--- src/rtl/tlbfl_pkg.sv ---
`timescale 1ns / 1ps
// Shared types, widths and codes for the FIFO/LRU TLB.
// No dependencies; used by every other file of the block.
package tlbfl_pkg;

  localparam int TLB_DEPTH = 16;
  localparam int IDX_W     = (TLB_DEPTH > 1) ? $clog2(TLB_DEPTH) : 1;
  localparam int CNT_W     = $clog2(TLB_DEPTH + 1);

  localparam int KIND_W    = 2;
  localparam int PID_W     = 16;
  localparam int PAGE_W    = 20;
  localparam int FRAME_W   = 20;
  localparam int STAMP_W   = 32;

  localparam int ENTRIES_W = 5;
  localparam int PADDR_W   = 3;
  localparam int PDATA_W   = 32;

  localparam logic [ENTRIES_W-1:0] ENTRIES_RST = 5'd16;
  localparam logic                 POLICY_FIFO = 1'b0;
  localparam logic                 POLICY_LRU  = 1'b1;

  localparam logic [KIND_W-1:0] KIND_LOOKUP = 2'd0;
  localparam logic [KIND_W-1:0] KIND_TOUCH  = 2'd1;
  localparam logic [KIND_W-1:0] KIND_FILL   = 2'd2;

  localparam logic REG_ENTRIES = 1'b0;
  localparam logic REG_POLICY  = 1'b1;

  typedef logic [IDX_W-1:0] idx_t;
  typedef logic [CNT_W-1:0] cnt_t;

  typedef struct packed {
    logic load;
    logic commit;
    logic scan_start;
    logic scan_step;
    logic evict;
  } ctrl_cmd_t;

  typedef struct packed {
    logic need_scan;
    logic scan_last;
    logic out_free;
  } ctrl_sts_t;

endpackage

--- src/rtl/tlbfl_in_if.sv ---
`timescale 1ns / 1ps
// Input channel: one TLB request word with valid/ready handshake.
// Depends on tlbfl_pkg for field widths.
interface tlbfl_in_if;
  logic                          valid;
  logic                          ready;
  logic [tlbfl_pkg::KIND_W-1:0]  kind;
  logic [tlbfl_pkg::PID_W-1:0]   pid;
  logic [tlbfl_pkg::PAGE_W-1:0]  page;
  logic [tlbfl_pkg::FRAME_W-1:0] frame_in;

  modport source (output valid, kind, pid, page, frame_in, input ready);
  modport sink   (input valid, kind, pid, page, frame_in, output ready);
endinterface

--- src/rtl/tlbfl_out_if.sv ---
`timescale 1ns / 1ps
// Result channel: one TLB response word with valid/ready handshake.
// Depends on tlbfl_pkg for field widths.
interface tlbfl_out_if;
  logic                          valid;
  logic                          ready;
  logic                          hit;
  logic [tlbfl_pkg::FRAME_W-1:0] frame_out;
  logic                          evicted;

  modport source (output valid, hit, frame_out, evicted, input ready);
  modport sink   (input valid, hit, frame_out, evicted, output ready);
endinterface

--- src/rtl/tlb_fifo_lru_replacement_unit.sv ---
`timescale 1ns / 1ps
// Fully associative TLB keyed by (pid, page) with FIFO or LRU replacement.
// Depends on tlbfl_pkg, tlbfl_in_if, tlbfl_out_if, tlbfl_regs, tlbfl_ctrl, tlbfl_dpath.
//
// Usage:
//   in_ch  : request words (kind, pid, page, frame_in), valid/ready.
//   out_ch : one response word per request (hit, frame_out, evicted).
//   APB    : reg 0 entries_in_use (addr 0, writing it invalidates all entries),
//            reg 1 replace_policy (addr 4, 0 FIFO, 1 LRU). pready is tied high.
// Timing:
//   A request is taken in one cycle and matched against all active entries
//   in the next; the response is registered at the end of that cycle when the
//   response register is free, and no new request is taken before then.
//   A fill that misses with every active entry valid scans the active entries
//   for the oldest stamp, one entry per cycle, then evicts that entry.
// Reset: all entries invalid, 16 entries in use, FIFO policy, stamp clocks 0.
// Stall: the response register holds until taken; one further request can
//   be accepted meanwhile and waits in the match cycle for the register.
module tlb_fifo_lru_replacement_unit (
  input  logic                           clk,
  input  logic                           rst_n,
  tlbfl_in_if.sink                       in_ch,
  tlbfl_out_if.source                    out_ch,
  input  logic                           psel,
  input  logic                           penable,
  input  logic                           pwrite,
  input  logic [tlbfl_pkg::PADDR_W-1:0]  paddr,
  input  logic [tlbfl_pkg::PDATA_W-1:0]  pwdata,
  output logic [tlbfl_pkg::PDATA_W-1:0]  prdata,
  output logic                           pready
);

  logic [tlbfl_pkg::ENTRIES_W-1:0] entries;
  logic                            policy;
  logic                            clear_slots;
  tlbfl_pkg::ctrl_cmd_t            cmd;
  tlbfl_pkg::ctrl_sts_t            sts;

  tlbfl_regs u_regs (
    .clk         (clk),
    .rst_n       (rst_n),
    .psel        (psel),
    .penable     (penable),
    .pwrite      (pwrite),
    .paddr       (paddr),
    .pwdata      (pwdata),
    .prdata      (prdata),
    .pready      (pready),
    .entries     (entries),
    .policy      (policy),
    .clear_slots (clear_slots)
  );

  tlbfl_ctrl u_ctrl (
    .clk      (clk),
    .rst_n    (rst_n),
    .in_valid (in_ch.valid),
    .in_ready (in_ch.ready),
    .sts      (sts),
    .cmd      (cmd)
  );

  tlbfl_dpath u_dpath (
    .clk         (clk),
    .rst_n       (rst_n),
    .cmd         (cmd),
    .sts         (sts),
    .entries     (entries),
    .policy      (policy),
    .clear_slots (clear_slots),
    .in_kind     (in_ch.kind),
    .in_pid      (in_ch.pid),
    .in_page     (in_ch.page),
    .in_frame    (in_ch.frame_in),
    .out_valid   (out_ch.valid),
    .out_ready   (out_ch.ready),
    .out_hit     (out_ch.hit),
    .out_frame   (out_ch.frame_out),
    .out_evicted (out_ch.evicted)
  );

endmodule

--- src/rtl/tlbfl_regs.sv ---
`timescale 1ns / 1ps
// APB-style configuration registers: entries_in_use and replace_policy.
// Depends on tlbfl_pkg; emits a clear pulse on every entries_in_use write.
module tlbfl_regs (
  input  logic                           clk,
  input  logic                           rst_n,
  input  logic                           psel,
  input  logic                           penable,
  input  logic                           pwrite,
  input  logic [tlbfl_pkg::PADDR_W-1:0]  paddr,
  input  logic [tlbfl_pkg::PDATA_W-1:0]  pwdata,
  output logic [tlbfl_pkg::PDATA_W-1:0]  prdata,
  output logic                           pready,
  output logic [tlbfl_pkg::ENTRIES_W-1:0] entries,
  output logic                           policy,
  output logic                           clear_slots
);

  logic                            wr;
  logic                            reg_sel;
  logic [tlbfl_pkg::ENTRIES_W-1:0] entries_r;
  logic                            policy_r;

  assign pready  = 1'b1;
  assign wr      = psel && penable && pwrite;
  assign reg_sel = paddr[2];

  assign clear_slots = wr && (reg_sel == tlbfl_pkg::REG_ENTRIES);
  assign entries     = entries_r;
  assign policy      = policy_r;

  always_ff @(posedge clk) begin
    if (!rst_n) begin
      entries_r <= tlbfl_pkg::ENTRIES_RST;
      policy_r  <= tlbfl_pkg::POLICY_FIFO;
    end else if (wr) begin
      unique case (reg_sel)
        tlbfl_pkg::REG_ENTRIES: entries_r <= pwdata[tlbfl_pkg::ENTRIES_W-1:0];
        tlbfl_pkg::REG_POLICY:  policy_r  <= pwdata[0];
        default: ;
      endcase
    end
  end

  always_comb begin
    prdata = '0;
    unique case (reg_sel)
      tlbfl_pkg::REG_ENTRIES: prdata[tlbfl_pkg::ENTRIES_W-1:0] = entries_r;
      tlbfl_pkg::REG_POLICY:  prdata[0] = policy_r;
      default: ;
    endcase
  end

endmodule

--- src/rtl/tlbfl_ctrl.sv ---
`timescale 1ns / 1ps
// Controller: sequences accept, lookup/commit, victim scan and eviction.
// Depends on tlbfl_pkg for the command and status structs.
module tlbfl_ctrl (
  input  logic                  clk,
  input  logic                  rst_n,
  input  logic                  in_valid,
  output logic                  in_ready,
  input  tlbfl_pkg::ctrl_sts_t  sts,
  output tlbfl_pkg::ctrl_cmd_t  cmd
);

  localparam logic [1:0] S_IDLE  = 2'd0;
  localparam logic [1:0] S_LOOK  = 2'd1;
  localparam logic [1:0] S_SCAN  = 2'd2;
  localparam logic [1:0] S_EVICT = 2'd3;

  logic [1:0] state_r;
  logic [1:0] state_nxt;

  assign in_ready = (state_r == S_IDLE);

  always_comb begin
    state_nxt = state_r;
    cmd       = '0;
    unique case (state_r)
      S_IDLE: begin
        if (in_valid) begin
          cmd.load  = 1'b1;
          state_nxt = S_LOOK;
        end
      end
      S_LOOK: begin
        if (sts.need_scan) begin
          cmd.scan_start = 1'b1;
          state_nxt      = S_SCAN;
        end else if (sts.out_free) begin
          cmd.commit = 1'b1;
          state_nxt  = S_IDLE;
        end
      end
      S_SCAN: begin
        cmd.scan_step = 1'b1;
        if (sts.scan_last) begin
          state_nxt = S_EVICT;
        end
      end
      S_EVICT: begin
        if (sts.out_free) begin
          cmd.evict = 1'b1;
          state_nxt = S_IDLE;
        end
      end
      default: state_nxt = S_IDLE;
    endcase
  end

  always_ff @(posedge clk) begin
    if (!rst_n) begin
      state_r <= S_IDLE;
    end else begin
      state_r <= state_nxt;
    end
  end

endmodule

--- src/rtl/tlbfl_dpath.sv ---
`timescale 1ns / 1ps
// Datapath: slot storage, parallel key match, stamp clocks, victim scan
// and the result register. Depends on tlbfl_pkg; driven by tlbfl_ctrl.
module tlbfl_dpath (
  input  logic                            clk,
  input  logic                            rst_n,
  input  tlbfl_pkg::ctrl_cmd_t            cmd,
  output tlbfl_pkg::ctrl_sts_t            sts,
  input  logic [tlbfl_pkg::ENTRIES_W-1:0] entries,
  input  logic                            policy,
  input  logic                            clear_slots,
  input  logic [tlbfl_pkg::KIND_W-1:0]    in_kind,
  input  logic [tlbfl_pkg::PID_W-1:0]     in_pid,
  input  logic [tlbfl_pkg::PAGE_W-1:0]    in_page,
  input  logic [tlbfl_pkg::FRAME_W-1:0]   in_frame,
  output logic                            out_valid,
  input  logic                            out_ready,
  output logic                            out_hit,
  output logic [tlbfl_pkg::FRAME_W-1:0]   out_frame,
  output logic                            out_evicted
);

  localparam int D = tlbfl_pkg::TLB_DEPTH;

  logic [tlbfl_pkg::KIND_W-1:0]  kind_r;
  logic [tlbfl_pkg::PID_W-1:0]   pid_r;
  logic [tlbfl_pkg::PAGE_W-1:0]  page_r;
  logic [tlbfl_pkg::FRAME_W-1:0] frame_r;

  logic [D-1:0]                  valid_r;
  logic [tlbfl_pkg::PID_W-1:0]   slot_pid_r   [D];
  logic [tlbfl_pkg::PAGE_W-1:0]  slot_page_r  [D];
  logic [tlbfl_pkg::FRAME_W-1:0] slot_frame_r [D];
  logic [tlbfl_pkg::STAMP_W-1:0] slot_fill_r  [D];
  logic [tlbfl_pkg::STAMP_W-1:0] slot_use_r   [D];
  logic [tlbfl_pkg::STAMP_W-1:0] use_clk_r;
  logic [tlbfl_pkg::STAMP_W-1:0] fill_clk_r;

  tlbfl_pkg::idx_t               scan_idx_r;
  tlbfl_pkg::idx_t               best_idx_r;
  logic [tlbfl_pkg::STAMP_W-1:0] best_age_r;

  logic                          out_valid_r;
  logic                          out_hit_r;
  logic [tlbfl_pkg::FRAME_W-1:0] out_frame_r;
  logic                          out_evicted_r;

  tlbfl_pkg::cnt_t               n_act;
  logic [D-1:0]                  active;
  logic [D-1:0]                  hit_vec;
  logic [D-1:0]                  free_vec;
  logic                          hit;
  logic                          any_free;
  tlbfl_pkg::idx_t               hit_idx;
  tlbfl_pkg::idx_t               free_idx;
  logic                          is_fill;
  logic                          is_touch;
  logic [tlbfl_pkg::STAMP_W-1:0] scan_stamp;
  logic [tlbfl_pkg::STAMP_W-1:0] scan_age;
  logic                          upd_stamp;
  logic                          upd_frame;
  logic                          insert;
  tlbfl_pkg::idx_t               ins_idx;
  logic                          out_free;

  assign n_act = (int'(entries) > D) ? tlbfl_pkg::CNT_W'(D)
                                     : tlbfl_pkg::CNT_W'(entries);

  always_comb begin
    hit_idx  = '0;
    free_idx = '0;
    for (int i = 0; i < D; i++) begin
      active[i]   = tlbfl_pkg::CNT_W'(i) < n_act;
      hit_vec[i]  = valid_r[i] && active[i] && (slot_pid_r[i] == pid_r)
                    && (slot_page_r[i] == page_r);
      free_vec[i] = !valid_r[i] && active[i];
    end
    for (int i = D - 1; i >= 0; i--) begin
      if (hit_vec[i]) begin
        hit_idx = tlbfl_pkg::IDX_W'(i);
      end
      if (free_vec[i]) begin
        free_idx = tlbfl_pkg::IDX_W'(i);
      end
    end
  end

  assign hit      = |hit_vec;
  assign any_free = |free_vec;
  assign is_fill  = (kind_r == tlbfl_pkg::KIND_FILL);
  assign is_touch = (kind_r == tlbfl_pkg::KIND_TOUCH);

  assign scan_stamp = (policy == tlbfl_pkg::POLICY_LRU) ? slot_use_r[scan_idx_r]
                                                        : slot_fill_r[scan_idx_r];
  assign scan_age   = (policy == tlbfl_pkg::POLICY_LRU) ? use_clk_r - scan_stamp
                                                        : fill_clk_r - scan_stamp;

  assign upd_stamp = cmd.commit && hit && (is_touch || is_fill);
  assign upd_frame = cmd.commit && hit && is_fill;
  assign insert    = (cmd.commit && !hit && is_fill && (n_act != '0) && any_free)
                     || cmd.evict;
  assign ins_idx   = cmd.evict ? best_idx_r : free_idx;

  assign out_free = !out_valid_r || out_ready;

  assign sts.need_scan = is_fill && !hit && (n_act != '0) && !any_free;
  assign sts.scan_last = (tlbfl_pkg::CNT_W'(scan_idx_r) == n_act - tlbfl_pkg::CNT_W'(1));
  assign sts.out_free  = out_free;

  always_ff @(posedge clk) begin
    if (cmd.load) begin
      kind_r  <= in_kind;
      pid_r   <= in_pid;
      page_r  <= in_page;
      frame_r <= in_frame;
    end
  end

  always_ff @(posedge clk) begin
    if (!rst_n) begin
      valid_r    <= '0;
      use_clk_r  <= '0;
      fill_clk_r <= '0;
    end else begin
      if (clear_slots) begin
        valid_r <= '0;
      end else if (insert) begin
        valid_r[ins_idx] <= 1'b1;
      end
      if (upd_stamp || insert) begin
        use_clk_r <= use_clk_r + 1'b1;
      end
      if (insert) begin
        fill_clk_r <= fill_clk_r + 1'b1;
      end
    end
  end

  always_ff @(posedge clk) begin
    if (upd_stamp) begin
      slot_use_r[hit_idx] <= use_clk_r;
    end
    if (upd_frame) begin
      slot_frame_r[hit_idx] <= frame_r;
    end
    if (insert) begin
      slot_pid_r[ins_idx]   <= pid_r;
      slot_page_r[ins_idx]  <= page_r;
      slot_frame_r[ins_idx] <= frame_r;
      slot_use_r[ins_idx]   <= use_clk_r;
      slot_fill_r[ins_idx]  <= fill_clk_r;
    end
  end

  always_ff @(posedge clk) begin
    if (cmd.scan_start) begin
      scan_idx_r <= '0;
    end else if (cmd.scan_step) begin
      scan_idx_r <= scan_idx_r + 1'b1;
      if ((scan_idx_r == '0) || (scan_age > best_age_r)) begin
        best_idx_r <= scan_idx_r;
        best_age_r <= scan_age;
      end
    end
  end

  always_ff @(posedge clk) begin
    if (!rst_n) begin
      out_valid_r <= 1'b0;
    end else if (cmd.commit || cmd.evict) begin
      out_valid_r <= 1'b1;
    end else if (out_ready) begin
      out_valid_r <= 1'b0;
    end
  end

  always_ff @(posedge clk) begin
    if (cmd.commit || cmd.evict) begin
      out_hit_r     <= cmd.commit && hit;
      out_frame_r   <= (cmd.commit && hit) ? slot_frame_r[hit_idx] : '0;
      out_evicted_r <= cmd.evict;
    end
  end

  assign out_valid   = out_valid_r;
  assign out_hit     = out_hit_r;
  assign out_frame   = out_frame_r;
  assign out_evicted = out_evicted_r;

endmodule
--- src/flat_wrapper.sv ---
// flat-port wrapper written by rule: the top's interface ports become plain ports
module tlb_fifo_lru_replacement_unit_flat 
  (clk, rst_n, psel, penable, pwrite, paddr, pwdata, prdata, pready, in_ch_valid, in_ch_kind, in_ch_pid, in_ch_page, in_ch_frame_in, in_ch_ready, out_ch_valid, out_ch_hit, out_ch_frame_out, out_ch_evicted, out_ch_ready);
  tlbfl_in_if in_ch_i ();
  tlbfl_out_if out_ch_i ();
  input  logic clk;
  input  logic rst_n;
  input  logic psel;
  input  logic penable;
  input  logic pwrite;
  input  logic [tlbfl_pkg::PADDR_W-1:0] paddr;
  input  logic [tlbfl_pkg::PDATA_W-1:0] pwdata;
  output logic [tlbfl_pkg::PDATA_W-1:0] prdata;
  output logic pready;
  input wire logic [$bits(in_ch_i.valid)-1:0] in_ch_valid;
  input wire logic [$bits(in_ch_i.kind)-1:0] in_ch_kind;
  input wire logic [$bits(in_ch_i.pid)-1:0] in_ch_pid;
  input wire logic [$bits(in_ch_i.page)-1:0] in_ch_page;
  input wire logic [$bits(in_ch_i.frame_in)-1:0] in_ch_frame_in;
  output wire logic [$bits(in_ch_i.ready)-1:0] in_ch_ready;
  output wire logic [$bits(out_ch_i.valid)-1:0] out_ch_valid;
  output wire logic [$bits(out_ch_i.hit)-1:0] out_ch_hit;
  output wire logic [$bits(out_ch_i.frame_out)-1:0] out_ch_frame_out;
  output wire logic [$bits(out_ch_i.evicted)-1:0] out_ch_evicted;
  input wire logic [$bits(out_ch_i.ready)-1:0] out_ch_ready;
  assign in_ch_i.valid = in_ch_valid;
  assign in_ch_i.kind = in_ch_kind;
  assign in_ch_i.pid = in_ch_pid;
  assign in_ch_i.page = in_ch_page;
  assign in_ch_i.frame_in = in_ch_frame_in;
  assign in_ch_ready = in_ch_i.ready;
  assign out_ch_valid = out_ch_i.valid;
  assign out_ch_hit = out_ch_i.hit;
  assign out_ch_frame_out = out_ch_i.frame_out;
  assign out_ch_evicted = out_ch_i.evicted;
  assign out_ch_i.ready = out_ch_ready;
  tlb_fifo_lru_replacement_unit u_core (.clk(clk), .rst_n(rst_n), .in_ch(in_ch_i), .out_ch(out_ch_i), .psel(psel), .penable(penable), .pwrite(pwrite), .paddr(paddr), .pwdata(pwdata), .prdata(prdata), .pready(pready));
endmodule
--- config.mk ---
export PLATFORM = sky130hd
export DESIGN_NAME = tlb_fifo_lru_replacement_unit_flat
export DESIGN_NICKNAME = d
export VERILOG_FILES = /design/src/rtl/tlbfl_pkg.sv /design/src/rtl/tlbfl_in_if.sv /design/src/rtl/tlbfl_out_if.sv /design/src/rtl/tlb_fifo_lru_replacement_unit.sv /design/src/rtl/tlbfl_regs.sv /design/src/rtl/tlbfl_ctrl.sv /design/src/rtl/tlbfl_dpath.sv /design/src/flat_wrapper.sv
export SDC_FILE = /design/constraint.sdc
export NUM_CORES = 2
export LEC_CHECK = 0
export BUFFER_PORTS_ARGS = -buffer_cell sky130_fd_sc_hd__buf_2
export CAP_MARGIN = 20
export CORE_MARGIN = 5
export CORE_UTILIZATION = 40
export CTS_BUF_LIST = sky130_fd_sc_hd__clkbuf_4
export DETAILED_ROUTE_END_ITERATION = 10
export PLACE_DENSITY_LB_ADDON = 0.05
export SKIP_LAST_GASP = 1
export SLEW_MARGIN = 20
export SYNTH_ARGS = -nofsm -noshare
export SYNTH_HDL_FRONTEND = slang
export SYNTH_SLANG_ARGS = --single-unit
--- constraint.sdc ---
create_clock -name clk -period 12.3 [get_ports clk]
set_input_delay 2.46 -clock clk [delete_from_list [all_inputs] [get_ports clk]]
set_output_delay 2.46 -clock clk [all_outputs]
set_load 0.01 [all_outputs]
==> metrics.md <==
| Metric | Value |
|---|---|
| First-pass GRT wire length | `357.3 mm` |
| Die width | `around 480 um` |
| Worst Path Required | `around 13000 ps` |
| Max-slew violation count | `0` |
| Async SR Flop Fraction | `0` |
| Initial Util | `0.4011` |
| TNS Setup | `0 ps` |
| Area growth from synthesis to layout | `13.64%` |
| Leading cell type in the layout, fill and taps excluded | `edfxtp_1` |
| CTS root buf | `clkbuf_4` |
| Placed cells | `8117` |
| # IOs | `~160` |
| Synth area leader | `edfxtp_1` |
| Mapped cell area | `88990 um2` |
| DIE AREA | `232000 um2` |
| Pwr/cell area | `around 150 nW/um2` |
| Max rail drop VDD | `0.09463 mV` |
| CTS tree | `done` |
| GPL Wtd Cong | `0.8112` |
| Worst-margin pin slew | `between 1000 and 1500 ps` |
| Yosys reg bits | `between 2000 and 2500` |
| Startpoint Class | `flop` |
| Via/cell ratio | `approximately 5.4` |
| Sequential fraction of the synthesis area | `0.7088` |
| Synth Flop Type | `edfxtp_1` |
| Via count | `49070` |
| Largest fanout on the critical path | `64` |
| Drt initial violations | `3438` |
| Die H | `481.7 um` |
| DR pass1 iterations | `6` |
| CP arrival | `9500 ps` |
| Most frequent cells in the layout | `edfxtp_1, clkbuf_4, xnor2_1, mux4_2, nand4_1` |
| PortBufs | `between 90 and 100` |
| Endpoints failing setup | `0` |
| # hold bufs at CTS | `0` |
| Vias in the first global route | `about 51000` |
| Post-layout net count | `around 6000` |
| Synth top area share | `0.6870` |
| Total Power | `approximately 15 mW` |
| Largest net degree at the start of global routing | `86` |
| YS warnings | `0` |
| CP Class | `flop to flop` |
| HP Start | `u_core.u_dpath.fill_clk_r[2]` |
| Antenna viol nets, final | `0` |
| DRC violations left | `0` |
| CTS-repair resized insts | `0` |
| Final core utilization | `0.4558` |
| Final std cells w/o fill | `9155` |
| Initial antenna violation count | `8` |
| Max-Cap Viols | `0` |
| Period utilization | `0.6922` |
| Depth of the CTS H-tree | `6` |
| Distinct cells, synth | `85` |
| Top post-synthesis cells by area | `edfxtp_1, mux4_2, xnor2_1` |
| HPWL Detailed | `about 140 mm` |
| Clock transition at the registers of the reported paths | `70 ps` |
| Max Freq | `around 0.12 GHz` |
| Routed len/inst | `~27 um` |
| Core ar. | `221900 um2` |
| P_leak | `~30 nW` |
| Grt total ovfl | `0` |
| Endpoint type of the worst setup path | `flop` |
| Skew final | `a little over 90 ps` |
| Status | `finished clean` |
| Postcts setup bufs | `0` |
| Worst skew pair latency | `approximately 1400 ps` |
| # rows | `between 150 and 200` |
| CTS Buffer Depth | `4` |
| Detailed Route WL | `248.6 mm` |
| GRT Util Overall | `0.2129` |
| Final hold violation count | `0` |
| HP Class | `flop to flop` |
| RSZ-0062 raised after global routing | `false` |
| CTS sink count | `about 2100` |
| Mean post-synth cell area | `between 15 and 20 um2` |
| EDFF count, synth | `about 2000` |
| Period minus WS final | `8515 ps` |
| Inserted Clock Buffers | `between 600 and 700` |
| Synth Instances | `5120` |
| Slew margin rel. | `0.3248` |
| Share of cells above drive strength 1 | `0.2676` |
==> registers in the layout (all words and copies together) (netlist names), 32 cells and up, named ones only <==
| register | flops |
|---|---|
| u_core.u_dpath.slot_frame_r | 320 |
| u_core.u_dpath.best_age_r | 32 |
| u_core.u_dpath.slot_pid_r | 256 |
| u_core.u_dpath.use_clk_r | 32 |
| u_core.u_dpath.slot_page_r | 320 |
| u_core.u_dpath.fill_clk_r | 32 |
| u_core.u_dpath.slot_use_r | 512 |
| u_core.u_dpath.slot_fill_r | 512 |
==> synth_stat cells (24+ instances only) <==
library cell / number
o21ai_0: 126
nand2_1: 131
nor2_1: 142
nand4_1: 247
xnor2_1: 464
mux2i_1: 217
xor2_1: 186
mux2_2: 48
buf_2: 32
mux4_2: 320
nor4_1: 125
nor3_1: 55
buf_4: 93
o21a_1: 32
nand3_1: 124
clkbuf_1: 113
a21oi_1: 70
inv_1: 66
and3_1: 30
a21o_1: 24
dfxtp_1: 97
edfxtp_1: 2036
ha_1: 71
==> worst max-delay path: stages, from the launching register on <==
cell and delay [ps]:
dfxtp_4 840, buf_12 480, mux4_2 590, mux4_2 530, mux2i_1 180, ha_1 310
a21o_1 210, a211oi_1 430, o21ai_0 200, a21oi_1 350, nand3_1 130, o21ai_0 260
o221ai_1 290, a221oi_1 460, nor2b_1 210, xnor2_1 160, ha_1 290, a21o_1 160
a21oi_1 130, nor2b_1 60, o21ai_0 160, nand2b_1 70, a21oi_1 200, o21ai_0 120
o21ai_0 760, a21boi_4 70, buf_4 330
==> report_power, final <==
group          internal, mW  switching, mW  leakage (nW)  total, mW
clock network          3.54           2.94          4.52       6.48
logic                 0.121          0.296          8.68      0.418
registers              7.93         0.0364          17.7       7.97
total                  11.6           3.27          30.9       14.9
==> path summary, 6_finish.rpt <==
path                                 endpoint  slack [ps]  cells past startpoint
max              u_core.u_dpath.best_age_r[9]        3790                     26
min          u_core.u_dpath.slot_fill_r[0][2]         540                      0
max reg2reg      u_core.u_dpath.best_age_r[9]        3790                     26
min reg2reg  u_core.u_dpath.slot_fill_r[0][2]         540                      0
==> layout make-up <==
cell class / instances / area, um2
Tap cell: 2975 / 3722
Inverter: 69 / 261.5
Timing Repair Buffer: 263 / 1847
Multi-Input combinational cell: 2679 / 24650
Clock inverter: 126 / 779.5
Clock buffer: 897 / 6734
Fill cell: 19750 / 120700
Antenna cell: 13 / 32.53
Sequential cell: 2133 / 63100
==> cell families after synthesis <==
| logic type | count (synthesis) | synth area share |
|---|---|---|
| mux | 585 | 0.1115 |
| simple gates | 995 | 0.06165 |
| compound gates | 349 | 0.02482 |
| xor+xnor | 650 | 0.06397 |
| buf+inv | 334 | 0.01897 |
| flops | 2133 | 0.7088 |
| other cells | 2 | 0.00008439 |
| fa+ha+maj | 72 | 0.01021 |
==> metal layers <==
metal / vias to the layer above / wire [um] / track usage
met1: 25430 / 109500 / 0.2873
met5: - / 0 / 0
li1: 21910 / - / -
met2: 1353 / 122900 / 0.3559
met3: 374 / 10460 / 0.03582
met4: 0 / 5772 / 0.06315
==> per-stage QoR <==
step | hold slack (ps) | instance area, um2 | setup WS [ps]
2_1_floorplan | 497.7 | 89090 | 2707
3_3_place_gp | 538.5 | 93520 | 3687
3_5_place_dp | 528.8 | 93540 | 3681
4_1_cts | 540.1 | 101000 | 3645
5_1_grt | 542.7 | 101100 | 3137
6_report | 538.7 | 101100 | 3785
(Power assumes the default switching activity.)
